`src/sv/binary_to_decimal_ascii_core_macros.svh`:
```
// Assertion macros for the binary-to-decimal ASCII core.
`ifndef BINARY_TO_DECIMAL_ASCII_CORE_MACROS_SVH
`define BINARY_TO_DECIMAL_ASCII_CORE_MACROS_SVH

// Same-cycle implication, disabled during reset
`define B2DA_ASSERT_NOW(label, ante, cons, msg) \
  label: assert property (@(posedge clk) disable iff (rst) (ante) |-> (cons)) \
    else $error(msg);

// Next-cycle implication, disabled during reset
`define B2DA_ASSERT_NEXT(label, ante, cons, msg) \
  label: assert property (@(posedge clk) disable iff (rst) (ante) |=> (cons)) \
    else $error(msg);

`endif

```
`src/sv/b2da_pkg.sv`:
```
// Package: types and constants of the binary-to-decimal ASCII core.
package b2da_pkg;

  localparam int DIGIT_DEPTH = 20;
  localparam int DIGIT_W     = 4;
  localparam int IDX_W       = 5;
  localparam int CHAR_W      = 8;
  localparam int VALUE_IN_W  = 64;

  localparam logic [CHAR_W-1:0] MINUS_CHAR = 8'h2D;

  // Digit symbol lookup
  localparam logic [15:0][CHAR_W-1:0] SYMBOL_TABLE = {
    8'h46, 8'h45, 8'h44, 8'h43, 8'h42, 8'h41, 8'h39, 8'h38,
    8'h37, 8'h36, 8'h35, 8'h34, 8'h33, 8'h32, 8'h31, 8'h30
  };

  typedef enum logic [2:0] {
    ST_IDLE,
    ST_CONVERT,
    ST_SIGN,
    ST_SCAN,
    ST_EMIT
  } state_t;

endpackage

```
`src/sv/binary_to_decimal_ascii_core.sv`:
```
// Binary-to-decimal ASCII core: shift-and-add-3 conversion, then character output.
// Sequence: shift-and-add-3 conversion, a '-' when the word is negative, a scan from the top
// digit down to the first nonzero one (one digit per cycle), then one character per digit.
// A new word is taken only in idle, after the last character of the previous word has been
// loaded; output stalls hold the sequencer. The scan covers the 20-digit BCD register.
// Reset (rst, synchronous, active high) idles the sequencer and drops out_valid.
`include "binary_to_decimal_ascii_core_macros.svh"

module binary_to_decimal_ascii_core #(
  parameter int VALUE_WIDTH = 64
) (
  input  logic                             clk,
  input  logic                             rst,
  input  logic                             in_valid,
  output logic                             in_stall,
  input  logic [b2da_pkg::VALUE_IN_W-1:0]  value,
  input  logic                             is_signed,
  output logic                             out_valid,
  input  logic                             out_stall,
  output logic [b2da_pkg::CHAR_W-1:0]      char_code,
  output logic                             last_char
);

  localparam int PAD_W  = ((VALUE_WIDTH + 3) / 4) * 4;
  localparam int ITER   = PAD_W / 4;
  localparam int ITER_W = $clog2(ITER);
  localparam int BCD_W  = b2da_pkg::DIGIT_DEPTH * b2da_pkg::DIGIT_W;
  localparam int WORK_W = BCD_W + PAD_W;

  b2da_pkg::state_t state, state_next;

  logic [b2da_pkg::DIGIT_DEPTH-1:0][b2da_pkg::DIGIT_W-1:0] digits;
  logic [PAD_W-1:0]             mag;
  logic                         neg;
  logic [ITER_W-1:0]            cnt;
  logic [b2da_pkg::IDX_W-1:0]   idx;

  logic                         in_accept;
  logic                         out_free;
  logic [VALUE_WIDTH-1:0]       val_w;
  logic                         neg_in;
  logic [VALUE_WIDTH-1:0]       mag_in;
  logic [WORK_W-1:0]            conv_work;
  logic [b2da_pkg::DIGIT_W-1:0] cur_digit;

  logic                         load_out;
  logic                         idx_dec;
  logic [b2da_pkg::CHAR_W-1:0]  char_next;
  logic                         last_next;

  assign in_accept = in_valid && !in_stall;
  assign out_free  = !out_valid || !out_stall;
  assign cur_digit = digits[idx];

  // Magnitude of the incoming word, most negative value included
  assign val_w  = value[VALUE_WIDTH-1:0];
  assign neg_in = is_signed && val_w[VALUE_WIDTH-1];
  assign mag_in = neg_in ? (~val_w + VALUE_WIDTH'(1)) : val_w;

  // Conversion step: four shift-and-add-3 passes over BCD digits and magnitude
  always_comb begin
    conv_work = {digits, mag};
    for (int s = 0; s < 4; s++) begin
      for (int d = 0; d < b2da_pkg::DIGIT_DEPTH; d++) begin
        if (conv_work[PAD_W + d*b2da_pkg::DIGIT_W +: b2da_pkg::DIGIT_W] > 4'd4) begin
          conv_work[PAD_W + d*b2da_pkg::DIGIT_W +: b2da_pkg::DIGIT_W] =
            conv_work[PAD_W + d*b2da_pkg::DIGIT_W +: b2da_pkg::DIGIT_W] + 4'd3;
        end
      end
      conv_work = {conv_work[WORK_W-2:0], 1'b0};
    end
  end

  // Next state
  always_comb begin
    state_next = state;
    unique case (state)
      b2da_pkg::ST_IDLE: begin
        if (in_valid) state_next = b2da_pkg::ST_CONVERT;
      end
      b2da_pkg::ST_CONVERT: begin
        if (cnt == '0) state_next = neg ? b2da_pkg::ST_SIGN : b2da_pkg::ST_SCAN;
      end
      b2da_pkg::ST_SIGN: begin
        if (out_free) state_next = b2da_pkg::ST_SCAN;
      end
      b2da_pkg::ST_SCAN: begin
        if (cur_digit != '0 || idx == '0) state_next = b2da_pkg::ST_EMIT;
      end
      b2da_pkg::ST_EMIT: begin
        if (out_free && idx == '0) state_next = b2da_pkg::ST_IDLE;
      end
      default: state_next = b2da_pkg::ST_IDLE;
    endcase
  end

  // Sequencer outputs
  always_comb begin
    in_stall  = 1'b1;
    load_out  = 1'b0;
    idx_dec   = 1'b0;
    char_next = b2da_pkg::SYMBOL_TABLE[cur_digit];
    last_next = 1'b0;
    unique case (state)
      b2da_pkg::ST_IDLE: begin
        in_stall = 1'b0;
      end
      b2da_pkg::ST_CONVERT: begin
      end
      b2da_pkg::ST_SIGN: begin
        load_out  = out_free;
        char_next = b2da_pkg::MINUS_CHAR;
      end
      b2da_pkg::ST_SCAN: begin
        // skip leading zeros, keep the units digit
        idx_dec = (cur_digit == '0) && (idx != '0);
      end
      b2da_pkg::ST_EMIT: begin
        load_out  = out_free;
        last_next = (idx == '0);
        idx_dec   = out_free && (idx != '0);
      end
      default: begin
      end
    endcase
  end

  // Control registers
  always_ff @(posedge clk) begin
    if (rst) begin
      state     <= b2da_pkg::ST_IDLE;
      out_valid <= 1'b0;
      neg       <= 1'b0;
      cnt       <= '0;
      idx       <= '0;
    end else begin
      state <= state_next;
      if (in_accept) begin
        neg <= neg_in;
        cnt <= ITER_W'(ITER - 1);
        idx <= b2da_pkg::IDX_W'(b2da_pkg::DIGIT_DEPTH - 1);
      end else begin
        if (state == b2da_pkg::ST_CONVERT) cnt <= cnt - ITER_W'(1);
        if (idx_dec) idx <= idx - b2da_pkg::IDX_W'(1);
      end
      if (load_out) out_valid <= 1'b1;
      else if (!out_stall) out_valid <= 1'b0;
    end
  end

  // Datapath registers
  always_ff @(posedge clk) begin
    if (in_accept) begin
      digits <= '0;
      mag    <= PAD_W'(mag_in);
    end else if (state == b2da_pkg::ST_CONVERT) begin
      {digits, mag} <= conv_work;
    end
    if (load_out) begin
      char_code <= char_next;
      last_char <= last_next;
    end
  end

  // Checks
  `B2DA_ASSERT_NEXT(a_accept_starts, in_accept, state == b2da_pkg::ST_CONVERT,
                    "accepted word did not start conversion")
  `B2DA_ASSERT_NOW(a_char_legal, out_valid,
                   (char_code == b2da_pkg::MINUS_CHAR) ||
                   (char_code >= 8'h30 && char_code <= 8'h39),
                   "output character is neither a digit nor a minus sign")
  `B2DA_ASSERT_NEXT(a_units_last,
                    state == b2da_pkg::ST_EMIT && out_free && idx == '0,
                    state == b2da_pkg::ST_IDLE && out_valid && last_char,
                    "units digit not marked last or sequencer not back to idle")
  `B2DA_ASSERT_NOW(a_minus_not_last, out_valid && char_code == b2da_pkg::MINUS_CHAR,
                   !last_char, "minus sign marked as last character")

endmodule
```
`config.mk`:
```
export PLATFORM = sky130hd
export DESIGN_NAME = binary_to_decimal_ascii_core
export DESIGN_NICKNAME = d
export VERILOG_FILES = /design/src/sv/b2da_pkg.sv /design/src/sv/binary_to_decimal_ascii_core.sv
export VERILOG_INCLUDE_DIRS = /design/src /design/src/sv
export SDC_FILE = /design/constraint.sdc
export NUM_CORES = 1
export LEC_CHECK = 0
export BUFFER_PORTS_ARGS = -buffer_cell sky130_fd_sc_hd__buf_2
export CAP_MARGIN = 20
export CORE_MARGIN = 8
export CORE_UTILIZATION = 45
export CTS_BUF_LIST = sky130_fd_sc_hd__clkbuf_16
export CTS_CLUSTER_SIZE = 28
export DETAILED_ROUTE_END_ITERATION = 8
export HOLD_SLACK_MARGIN = 0.05
export MAX_ROUTING_LAYER = met4
export PLACE_DENSITY = 0.57
export SYNTH_ARGS = -nofsm -noshare
export SYNTH_HDL_FRONTEND = slang
export SYNTH_SLANG_ARGS = --single-unit
```
`constraint.sdc`:
```
create_clock -name clk -period 11.2 [get_ports clk]
set_clock_uncertainty 0.2 [all_clocks]
set_input_delay 1.12 -clock clk [delete_from_list [all_inputs] [get_ports clk]]
set_output_delay 1.12 -clock clk [all_outputs]
set_load 0.02 [all_outputs]
```
# Word level (Yosys, flattened, before mapping)
# Memories as Yosys holds them, arrays and structs flattened. A register that Yosys moved wholly into a read port is not among the register bits.
# Cells that the tools add are included.
totals:
  register_bits: 159
  rom_bits: 128
  n_memories: 1
classes:
  n_addsub: 83
  magnitude_cmp: 81
  n_eq_ne: 10
  n_mux: 101
  bitwise_logic: 1
  n_reduce_logical: 20
memory_table:
  columns: ["memory", "words", "width", "rd", "rd_ports_with_merged_regs", "write_ports", "line_no", "text"]
  rows:
  - ["(name not given)", 16, 8, 1, 1, 0, "binary_to_decimal_ascii_core.sv:102", "char_next = b2da_pkg::SYMBOL_TABLE[cur_digit];"]
op_table:
  columns: ["cell", "n"]
  rows:
  - ["greater-than comparator 4 x 3 -> 1 bit, second input constant", 80]
  - ["2-to-1 mux 4 bit", 79]
  - ["adder 4 x 2 -> 4 bit, second input constant", 76]
  - ["2-to-1 mux 64 bit", 3]
  - ["adder 64 x 1 -> 64 bit, second input constant", 1]
  - ["NOT 64 bit", 1]
  - ["2-to-1 mux 3 bit", 9]
  - ["binary-select mux 4 bit (select 5 bit)", 1]
  - ["one-hot mux 3 bit (5 select lines)", 1]
  - ["adder 3 x 2 -> 3 bit, second input constant", 4]
  - ["2-to-1 mux 5 bit", 2]
  - ["!= test 2 bit, second input constant", 5]
  - ["logical NOT 4 bit", 2]
  - ["equality test 3 x 2 -> 1 bit, second input constant", 2]
  - ["< comparator 5 x 6 -> 1 bit, second input constant", 1]
  - ["logical AND 1 bit", 5]
  - ["logical NOT 5 bit", 1]
  - ["2-to-1 mux 1 bit", 5]
  - ["AND reduction 5 bit", 1]
  - ["nonzero test 5 bit", 1]
  - ["subtractor 5 x 1 -> 5 bit, second input constant", 1]
  - ["nonzero test 2 bit", 2]
  - ["nonzero test 4 bit", 1]
  - ["OR reduction 2 bit", 2]
  - ["8 further kinds", 10]

# Longest topological paths before layout
logic_depth:
  word_depth: 8
  depth_mapped: 20

# Worst setup path before layout
# OpenSTA, ideal clock, no wires.
synth_path:
  path_kind: "input-to-reg"
  startpoint: "input port in_valid"
  endpoint: "register digits[16] in the netlist's numbering"
  setup_time_ns: 0.246
  arrival_ns: 4.230
  path_slack_ns: 6.523
  cell_stages: 7
  cell_sequence: "nor2b_1 > and2_1 > clkbuf_1 > nor2_1 > inv_1 > clkbuf_1 > o32ai_1"
synth_between:
  elab_chain_cells: 1
synth_lines:
  columns: ["element", "line_no", "text"]
  rows:
  - ["start: declaration", "binary_to_decimal_ascii_core.sv:14", "input logic in_valid,"]
  - ["logical AND 1 bit", "binary_to_decimal_ascii_core.sv:51", "assign in_accept = in_valid && !in_stall;"]
  - ["end signal: assignment", "binary_to_decimal_ascii_core.sv:157", "{digits, mag} <= conv_work;"]
  - ["end: declaration", "binary_to_decimal_ascii_core.sv:32", "logic [b2da_pkg::DIGIT_DEPTH-1:0][b2da_pkg::DIGIT_W-1:0] digits;"]
# Every way passes these cells.
# A chain may end at the register's enable or synchronous reset.

# Worst setup path in the final report
layout_path:
  startpoint: "register digits[60] in the netlist's numbering"
  endpoint: "register digits[69] in the netlist's numbering"
layout_between:
  elab_chain_cells: 8
layout_lines:
  columns: ["element", "line_no", "text"]
  rows:
  - ["adder 4 x 2 -> 4 bit or greater-than comparator 4 x 3 -> 1 bit (tied branches)", "binary_to_decimal_ascii_core.sv:67, binary_to_decimal_ascii_core.sv:65", null]
  - ["2-to-1 mux 4 bit *", "binary_to_decimal_ascii_core.sv:65", "if (conv_work[PAD_W + d*b2da_pkg::DIGIT_W +: b2da_pkg::DIGIT_W] > 4'd4) begin"]
  - ["adder 4 x 2 -> 4 bit or greater-than comparator 4 x 3 -> 1 bit (tied branches)", "binary_to_decimal_ascii_core.sv:67, binary_to_decimal_ascii_core.sv:65", null]
  - ["2-to-1 mux 4 bit", "binary_to_decimal_ascii_core.sv:65", null]
  - ["adder 4 x 2 -> 4 bit or greater-than comparator 4 x 3 -> 1 bit (tied branches)", "binary_to_decimal_ascii_core.sv:67, binary_to_decimal_ascii_core.sv:65", null]
  - ["2-to-1 mux 4 bit", "binary_to_decimal_ascii_core.sv:65", null]
  - ["adder 4 x 2 -> 4 bit or greater-than comparator 4 x 3 -> 1 bit (tied branches)", "binary_to_decimal_ascii_core.sv:67, binary_to_decimal_ascii_core.sv:65", null]
  - ["2-to-1 mux 4 bit *", "binary_to_decimal_ascii_core.sv:65", null]
# Mark *: on every way between the ends. The rest lies on a longest branch, timed or not.

==> run metrics <==
DIE WIDTH roughly 210 um; post-CTS setup repair buffer count 0; maximum clock path buffer count 2; highest metal used met4; final weighted congestion in routability-driven placement about 0.84; Post-Syn Area about 0.017 mm2; number of antenna violations at the first check in global routing 1; pin slew with the least headroom to its limit about 1.1 ns; area inside the core boundary 0.0375 mm2; count of clock tree sinks between 150 and 200; die area roughly 0.044 mm2; number of synthesized register bits between 150 and 200; minimum clock period about 4.4 ns; area share of the largest cell type after synthesis about an eighth; cell type with the largest total area after synthesis edfxtp_1; Starting Density a little under half; setup repair after global routing missed its margin no; detailed-routed wire length on met3 between 1000 and 1500 um; startpoint-to-endpoint class of the critical path reg2reg; CTS Hold Bufs 0; wire length of the first global-routing pass around 73,000 um; setup-violating endpoint count in the final report 0; launching element type of the critical path register; TritonCTS clock tree yes; top-level I/O count 80; all-layer global routing usage between 20 and 25%; number of cells on the worst reg-to-reg path 18; total count of max-transition violations in the final report 0; share of cells above drive strength 1 about an eighth; routed via count divided by cell count 5.77; Area contributors post-synth edfxtp_1 (13%), dfxtp_1 (11%), ha_1 (6.3%), o21ai_0 (5.7%), nand2_1 (4.7%); master cell of the clock root buffer clkbuf_16; most used standard cells in the synthesized netlist nand2_1 (215), o21ai_0 (195), nor2_1 (157); clock slew at the register clock pins of the worst setup and hold paths approximately 0.07 ns; Worst Hold Path Cells 2; outcome completed; data arrival time at the worst-slack endpoint ~4.6 ns; net total in the final layout approximately 2,300; total negative slack for setup checks 0 ns; post-cts repair resize count 0; worst slew margin relative to its limit 27.6%; count of input and output buffers ~80; Met1 Wirelength 21,500 um; count of synthesis-stage warnings from yosys 0; required time at the worst-slack endpoint between 10 and 15 ns; post-synthesis sequential area ratio a little under a quarter; vias in the first global route ~15,000; mean area per synthesized cell between 8 and 9 um2; number of flops mapped to enable cells by yosys between 70 and 80; number of hold-slack violations in the final timing report 0; drt drc 0; Gate Count Post-Synth 2,124; Die Span Y approximately 210 um; post-route ant nets 0; async set-reset flop share out of synthesis 0%; site row count 71; count of distinct cell types in the synthesized netlist 114; half-perimeter wire length after detailed placement 31,900 um; leftover overflow at the end of global routing 0; sort of element at the end of the critical path register; routed wirelength normalized by instance count between 15 and 20 um; CTS Buf Count 17; depth of the CTS H-tree 4; router iterations before antenna repair 5; ys flop type dfxtp_1; Starting DRT DRC Count between 900 and 1,000; count of maximum capacitance violations 0; clock insertion delay at the later pin of the skew report between 0.4 and 0.5 ns; detailed-route via count between 15,000 and 20,000; Max Fanout on Critical Path 8; syn_nets about 2,300; period utilisation layout 39.7%; post-detailed-routing wire length around 44,000 um; met2 wire length approximately 20,000 um; most frequently used cell type in the post-synthesis netlist nand2_1; Worst Hold Class reg2reg; upper clock frequency limit roughly 0.22 GHz; area overhead of the layout relative to synthesis 7.67%; pin count of the biggest net entering global routing between 90 and 100
## metal layers
metal / GRT usage [%] / vias to the layer above
met3: 2.41 / 43
li1: - / 7861
met5: - / -
met1: 26.2 / 7250
met4: 5.57 / 0
met2: 32.7 / 238
## area by class of cell
cell class,count,area [um2]
antenna,1,2.50
clock buffer,17,425
clock inverter,15,139
fill,3685,19200
inverter,125,472
multi-input combinational,1742,12100
sequential,166,4040
tap,511,639
timing repair buffer,89,473
## cells in the final DEF (no fill, tap or decap), drive strengths merged, types with 21 or more instances in the layout
cell type and n:
a21oi 156, a22o 32, a22oi 21, a31oi 24, buf 89, dfxtp 94, edfxtp 72, ha 86
inv 129, mux2 33, mux2i 57, mux4 22, nand2 216, nand2b 43, nand3 38, nor2 161
nor2b 40, nor3 78, o21a 22, o21ai 237, o22ai 45, o31ai 25, or3 21, xnor2 87
xor2 48
## final timing paths
check | startpoint | end | slack, ns
hold reg to reg | neg | neg | 0.26
setup / recovery | digits[60] | digits[69] | 6.75
hold / removal | neg | neg | 0.26
setup reg to reg | digits[60] | digits[69] | 6.75
## state kept, by name, summed over array words and instances, names as in the netlist, 3 cells and up
| register | flops |
|---|---|
| digits | 80 |
| mag | 64 |
| char_code | 7 |
| idx | 5 |
| cnt | 4 |
| state | 3 |
## critical path, cell delays in order (launching register included)
cell and delay, ns:
dfxtp_1 0.34, inv_1 0.16, ha_1 0.28, nor3_1 0.07, a21oi_1 0.40, ha_1 0.32, o21ai_0 0.10, a221oi_1 0.31
mux2_2 0.45, a21oi_2 0.16, xnor2_2 0.11, inv_1 0.08, ha_1 0.19, inv_1 0.09, maj3_1 0.35, o2bb2ai_1 0.14
or2_1 0.26, xnor2_1 0.19, o22ai_1 0.10
## per-stage QoR
step	std cells	setup slack, ns	utilization, %	area, um2	hold WS [ns]
after CTS	2665	6.78	48.8	18300	0.255
after global routing	2666	6.31	48.9	18300	0.303
after detailed placement	2633	6.82	47.3	17700	0.246
after floorplan	2124	6.52	-	17000	0.218
after global placement	2633	6.94	47.3	17700	0.247
final	2666	6.75	48.9	18300	0.255
## cell families after synthesis
group	count (synthesis)	synth area share, %
compound gates	702	27.5
mux	112	8.92
simple gates	697	20.6
buf+inv	216	5.08
xor+xnor	135	7.30
other cells	1	0.0220
flops	166	23.8
fa+ha+maj	95	6.88
Power is not shown: default switching activity piles up to over one toggle a cycle in this logic, so the estimate is an artifact.
